[src/rtl/cpo_vertex_store.sv]
// ----------------------------------------------------------------------------
// Vertex store
// Holds the vertex lists and counts of both polygons and the dropped flag.
// One write port for loads, one registered read port for the sequencer.
// ----------------------------------------------------------------------------
module cpo_vertex_store #(
  parameter int MAX_VERTICES = 16,
  parameter int CW           = 16,
  parameter int IW           = 4,
  parameter int CNTW         = 5
) (
  input  logic                 clk,
  input  logic                 rst,
  input  logic                 clear,
  input  logic                 load,
  input  logic                 load_poly,
  input  logic [CW-1:0]        load_x,
  input  logic [CW-1:0]        load_y,
  input  logic                 rd_en,
  input  logic                 rd_poly,
  input  logic [IW-1:0]        rd_idx,
  output logic signed [CW-1:0] rd_x,
  output logic signed [CW-1:0] rd_y,
  output logic [CNTW-1:0]      count0,
  output logic [CNTW-1:0]      count1,
  output logic                 dropped
);

  logic [2*CW-1:0] mem [2][MAX_VERTICES];
  logic [CNTW-1:0] count [2];
  logic [CNTW-1:0] sel_count;
  logic            has_room;

  assign sel_count = load_poly ? count[1] : count[0];
  assign has_room  = (sel_count < CNTW'(MAX_VERTICES));
  assign count0    = count[0];
  assign count1    = count[1];

  // Counts and the dropped flag.
  always_ff @(posedge clk) begin
    if (rst || clear) begin
      count[0] <= '0;
      count[1] <= '0;
      dropped  <= 1'b0;
    end else if (load) begin
      if (has_room) begin
        count[load_poly] <= sel_count + CNTW'(1);
      end else begin
        dropped <= 1'b1;
      end
    end
  end

  // Vertex memory write; a full polygon drops the vertex.
  always_ff @(posedge clk) begin
    if (load && has_room) begin
      mem[load_poly][sel_count[IW-1:0]] <= {load_x, load_y};
    end
  end

  // Registered read port.
  always_ff @(posedge clk) begin
    if (rd_en) begin
      {rd_x, rd_y} <= mem[rd_poly][rd_idx];
    end
  end

endmodule

[config.mk]
export PLATFORM = sky130hd
export DESIGN_NAME = cpo_vertex_store
export DESIGN_NICKNAME = d
export VERILOG_FILES = /design/src/rtl/cpo_vertex_store.sv
export SDC_FILE = /design/constraint.sdc
export NUM_CORES = 1
export LEC_CHECK = 0
export BUFFER_PORTS_ARGS = -buffer_cell sky130_fd_sc_hd__buf_4
export CAP_MARGIN = 25
export CORE_ASPECT_RATIO = 1.1
export CORE_MARGIN = 5
export CORE_UTILIZATION = 45
export CTS_CLUSTER_SIZE = 10
export DETAILED_ROUTE_END_ITERATION = 16
export GPL_TIMING_DRIVEN = 0
export PLACE_DENSITY_LB_ADDON = 0.15
export SYNTH_ARGS = -nofsm -noshare
export SYNTH_HDL_FRONTEND = slang
export SYNTH_SLANG_ARGS = --single-unit
export TNS_END_PERCENT = 10
[constraint.sdc]
create_clock -name clk -period 7.45 [get_ports clk]
set_input_delay 1.1175 -clock clk [delete_from_list [all_inputs] [get_ports clk]]
set_output_delay 1.1175 -clock clk [all_outputs]
set_load 0.02 [all_outputs]
After elaboration in Yosys (flattened, before gate mapping)
Memory sizes are Yosys's and may differ from the RTL's.
Index checks and enable logic that the tools add are counted.

cells by class
  add/sub/neg operators = 1
  reduce and logical (&&, ||, !) cells = 5
  mux-type cells = 17
  bitwise gates (word level) = 3
  magnitude comparators = 4

operators with widths
  operator                                                   number
  two-way mux 512 bit                                        1
  binary-select mux 32 bit (select 4 bit)                    1
  demux 32 bit (select 4 bit)                                1
  two-way mux 32 bit                                         3
  greater-or-equal comparator 5 bit (second input constant)  2
  two-way mux 5 bit                                          2
  inverter 4 -> 5 bit                                        2
  two-way mux 1 bit                                          9
  adder 5 x 1 -> 5 bit (second input constant)               1
  < comparator 5 x 1 -> 1 bit (second input constant)        1
  < comparator 5 bit (second input constant)                 1
  OR reduction 5 bit                                         1
  logical AND 1 bit                                          2
  AND reduction 2 bit                                        1
  logical OR 1 bit                                           1
  inverter 1 bit                                             1

storage, ports and cells
  memories = 2
  memory bits (writable) = 1034
  input port bits = 43
  register bits = 33

memories
  name   words  width  rd ports  clocked after memory_dff  write ports  RTL line  source
  mem    2      512    1         0                         1            29        logic [2*CW-1:0] mem [2][MAX_VERTICES];
  count  2      5      2         0                         2            30        logic [CNTW-1:0] count [2];

Longest topological paths before layout
  depth in word-level cells = 8
  mapped depth = 8
  mapped depth without buffers = 6

Least setup slack after synthesis
OpenSTA, ideal clock, no wires.

  path type = input-to-reg
  start = in load_poly
  end = mem mem[1][100] (netlist name), enable pin
  path slack = 3680 ps
  path buffers = 2
  stages on the path = 6
  data arrival time = 3349 ps
  setup time = 421 ps
  cells stage by stage = buf_2 -> mux2i_1 -> and2_1 -> clkbuf_1 -> nand2_1 -> nor2_1

on the way
  word-level cells in the longest chain between the ends = 7

ends and longest elaborated chain
  what                                                                                                    RTL line  source
  from (decl)                                                                                             16        input logic load_poly,
  two-way mux 5 bit                                                                                       34        assign sel_count = load_poly ? count[1] : count[0];
  inverter 4 -> 5 bit (not written as such)                                                               57        mem[load_poly][sel_count[IW-1:0]] <= {load_x, load_y};
  greater-or-equal comparator 5 bit (not written as such) or < comparator 5 x 1 -> 1 bit (tied branches)  57
  logical AND 1 bit (not written as such)                                                                 57
  two-way mux 32 bit (not written as such)                                                                57
  demux 32 bit (select 4 bit)                                                                             57
  two-way mux 512 bit (not written as such)                                                               57
  to (decl)                                                                                               29

Parallel ways exist; a longest one is shown, timed or not.

Final worst setup path
  start = in load_poly
  end = mem mem[0][424] (netlist name), enable pin

Same word-level chain as after synthesis.

==> metrics.log <==
[metrics] result of the run: finished, final reports clean
[metrics] Total Negative Setup Slacks: 0 ns
[metrics] post-CTS setup buffer count: 0
[metrics] number of vias after detailed routing: between 20,000 and 25,000
[metrics] Clock Pin Slew Worst Setup and Hold Paths: 0.06 ns
[metrics] max capacitance violation total: 0
[metrics] detailed placement HPWL: 67,940 µm
[metrics] Mapped Cells: 2,310
[metrics] clock buffers created by TritonCTS: ~120
[metrics] wire per inst: 27.33 µm
[metrics] I/O pin count: 86
[metrics] global-route wire length before repair: between 100,000 and 150,000 µm
[metrics] fill cell total of the finished layout: around 7,300
[metrics] FFs w/ async S/R, synth: 0%
[metrics] Internal Pwr Total: approximately 9700 µW
[metrics] number of nets in the layout: ~2,600
[metrics] remaining max-slew budget at the tightest pin: about a third
[metrics] total global routing track utilization: between 20% and 30%
[metrics] Placeable Area: between 90,000 and 100,000 µm²
[metrics] total global routing overflow: 0
[metrics] later-pin clock latency in the skew report: between 0.6 and 0.7 ns
[metrics] biggest area consumer among synthesized cells: sky130_fd_sc_hd__edfxtp_1
[metrics] Sw Share: between 20% and 30%
[metrics] share of post-route cells with drive strength above 1: approximately 14%
[metrics] Tightest Pin Transition: between 0.9 and 1 ns
[metrics] port bufs: slightly above 80
[metrics] most common library cells after synthesis: 1,066 x sky130_fd_sc_hd__edfxtp_1, 516 x sky130_fd_sc_hd__mux2i_1, 105 x sky130_fd_sc_hd__nand2_1
[metrics] type of the setup path with the least slack: in2reg
[metrics] initial core utilization: 45.37%
[metrics] slowest cell delay on critical path: roughly 0.95 ns
[metrics] number of global-route vias before repair: 22,297
[metrics] Crit-path slowest cell: sky130_fd_sc_hd__nor2_4
[metrics] post-synth cell types: 29
[metrics] floorplan die height: approximately 330 µm
[metrics] most instantiated library cell after synthesis: sky130_fd_sc_hd__edfxtp_1
[metrics] number of levels the H-tree was split into: 3
[metrics] TritonCTS clock tree: built
[metrics] number of core rows: between 100 and 150
[metrics] final slew viol count: 0
[metrics] power density cells: between 200 and 300 nW/µm²
[metrics] slack of the worst reg-to-reg path: between 4 and 5 ns
[metrics] fraction of power consumed by the clock network: 39.8%
[metrics] share of power burned in combinational logic: around 5.7%
[metrics] cell breakdown of the critical path: buf_2 > mux2i_1 > and2_1 > clkbuf_1 > nand2_1 > nor2_4 > buf_16
[metrics] register bit count reported by yosys: around 1,100
[metrics] initial antenna violation count: 1
[metrics] largest fanout of any net on the critical path: 21
[metrics] unrepaired setup endpoints after global routing: false
[metrics] worst vdd ir: roughly 0.00020 V
[metrics] shortest period the worst path allows: about 3.3 ns
[metrics] Hold Violations, Final: 0
[metrics] Avg Synthesized Cell Area: around 18 µm²
[metrics] cell types occupying the most area after synthesis: sky130_fd_sc_hd__edfxtp_1 77%, sky130_fd_sc_hd__mux2i_1 12%, sky130_fd_sc_hd__a22oi_1 1.7%
[metrics] die outline width: 299.0 µm
[metrics] CTS hold repair buffers: 0
[metrics] post-synthesis sequential area ratio: 77.45%
[metrics] final weighted congestion of routability-driven global placement: about 0.8
[metrics] CP Capture Type: flop
[metrics] final setup violation count: 0
[metrics] required arrival time at the worst endpoint: about 7.8 ns
[metrics] P_sw: ~2600 µW
[metrics] layout overhead on the synthesized area: 14.79%
[metrics] via/cell ratio: 5.707
[metrics] DIE AREA: around 100,000 µm²
[metrics] Final Util: a little over half
[metrics] pin count of the biggest net entering global routing: 33
[metrics] worst hold path type: reg2reg
[metrics] area occupied by multi-input gates: 8778 µm²
[metrics] nature of the critical path startpoint: input pin
[metrics] prevailing post-synth register cell: sky130_fd_sc_hd__edfxtp_1
[metrics] First DRT Iteration DRCs: between 1,500 and 2,000
[metrics] Clock Tree Root: sky130_fd_sc_hd__clkbuf_16
[metrics] worst setup skew after layout: between 0.02 and 0.025 ns
[metrics] sinks on the clock net: 1,067
[metrics] arrival time of the worst setup path: 3.66 ns
[metrics] Final Routed Wirelength: ~100,000 µm
[metrics] Ys Warns: 0
[metrics] first-pass iteration count of the detailed router: 5
[metrics] count of flip-flops with a built-in enable after synthesis: about 1,100
[metrics] leakage power summed over all cells: between 0.015 and 0.02 µW
[metrics] peak clock frequency supported by timing: 303.9 MHz
[metrics] area fraction of the dominant cell type after synthesis: between 70 and 80%
[metrics] remaining number of nets flagged by the antenna check after routing: 0
[metrics] synthesized cell area: a little over 40,000 µm²
[metrics] final routed DRC violation total: 0
[metrics] post-cts sizing count: 0
[metrics] Net Count, Synth: ~2,400
[metrics] Tcrit/Tclk final: between 40% and 50%
[metrics] FF+latch area: between 30,000 and 40,000 µm²
[metrics] clock tree buffer depth: 3
[metrics] part of the total power dissipated in sequential elements: between 50% and 60%
## sequential cells by signal, indices dropped and copies added (netlist names)
register  flops
mem        1024
dropped       1
count        10
rd_x         16
rd_y         16
## metal layers
layer  routed length, µm  track usage, %
met5                  13               0
met3                5970           3.549
met1               42080           27.03
met4                2680           6.078
met2               51540           35.57
## power by group through the flow
| stage | Clock (µW) | Sequential [µW] | Combinational, µW |
|---|---|---|---|
| after detailed placement | 0 | 6820 | 713 |
| after floorplan | 0 | 6840 | 343 |
| after CTS | 4980 | 6690 | 714 |
| after global routing | 5220 | 6700 | 755 |
| after global placement | 0 | 6820 | 681 |
| final | 4900 | 6690 | 707 |
## worst max-delay path: cells and delay by family
kind / cells / cell delay [ns]
AND/OR/NAND/NOR: 3 / 1.63
buffers and inverters: 3 / 0.63
multiplexers: 1 / 0.23
## stage by stage
| stage | hold slack [ns] | power, µW | setup slack, ns | area [µm²] | std cells |
|---|---|---|---|---|---|
| after floorplan | 0.5734 | 7186 | 3.680 | 41360 | 2310 |
| after global placement | 0.5009 | 7499 | 1.809 | 43460 | 3573 |
| after detailed placement | 0.5188 | 7529 | 3.535 | 44400 | 3605 |
| after CTS | 0.5286 | 12390 | 4.247 | 47470 | 3740 |
| after global routing | 0.5816 | 12670 | 4.053 | 47470 | 3740 |
| final | 0.5268 | 12300 | 4.160 | 47470 | 3742 |
## path summary, 6_finish.rpt
kind,end,cells after the start,from
min reg2reg,dropped,2,dropped
max reg2reg,mem[0][424],6,count[1][4]
min,dropped,2,dropped
max,mem[0][424],7,load_poly
## cells by family after synthesis
family / count (synthesis) / share of synthesized area, %
DFF: 1067 / 77.45
adders and majority gates: 4 / 0.1210
buffers and inverters: 133 / 1.903
muxes: 516 / 12.49
AOI/OAI and AO/OA: 291 / 4.786
xor gates and xnor gates: 3 / 0.06355
and+or+nand+nor: 296 / 3.186
## layout make-up
| cell class | count | share of cell area, % |
|---|---|---|
| flip-flops and latches | 1067 | 67.47 |
| multi-input cells | 1110 | 18.49 |
| clock buffers | 130 | 6.360 |
| well taps | 1180 | 3.110 |
| repair buffers | 115 | 2.788 |
| plain buffers | 129 | 1.626 |
| clock inverters | 5 | 0.1133 |
| inverters | 4 | 0.03163 |
| diodes | 2 | 0.01054 |
## cell usage in the layout (no fill, tap or decap), types with 3 or more instances in the layout
master and count:
sky130_fd_sc_hd__buf_12 24, sky130_fd_sc_hd__a22oi_1 96, sky130_fd_sc_hd__nand2_1 105, sky130_fd_sc_hd__a21oi_1 98, sky130_fd_sc_hd__edfxtp_1 1066, sky130_fd_sc_hd__nor2_1 13, sky130_fd_sc_hd__nand3_1 98, sky130_fd_sc_hd__clkbuf_1 50
sky130_fd_sc_hd__nor2_4 32, sky130_fd_sc_hd__inv_1 4, sky130_fd_sc_hd__nor2b_1 3, sky130_fd_sc_hd__buf_16 8, sky130_fd_sc_hd__nand3b_1 3, sky130_fd_sc_hd__a31oi_1 32, sky130_fd_sc_hd__buf_6 16, sky130_fd_sc_hd__a22o_1 64
sky130_fd_sc_hd__buf_4 112, sky130_fd_sc_hd__nand2b_1 3, sky130_fd_sc_hd__buf_2 41, sky130_fd_sc_hd__mux2i_1 516, sky130_fd_sc_hd__clkbuf_16 119, sky130_fd_sc_hd__nor3_1 34, sky130_fd_sc_hd__ha_1 4
Note: power is estimated with default switching activity, not from simulation.
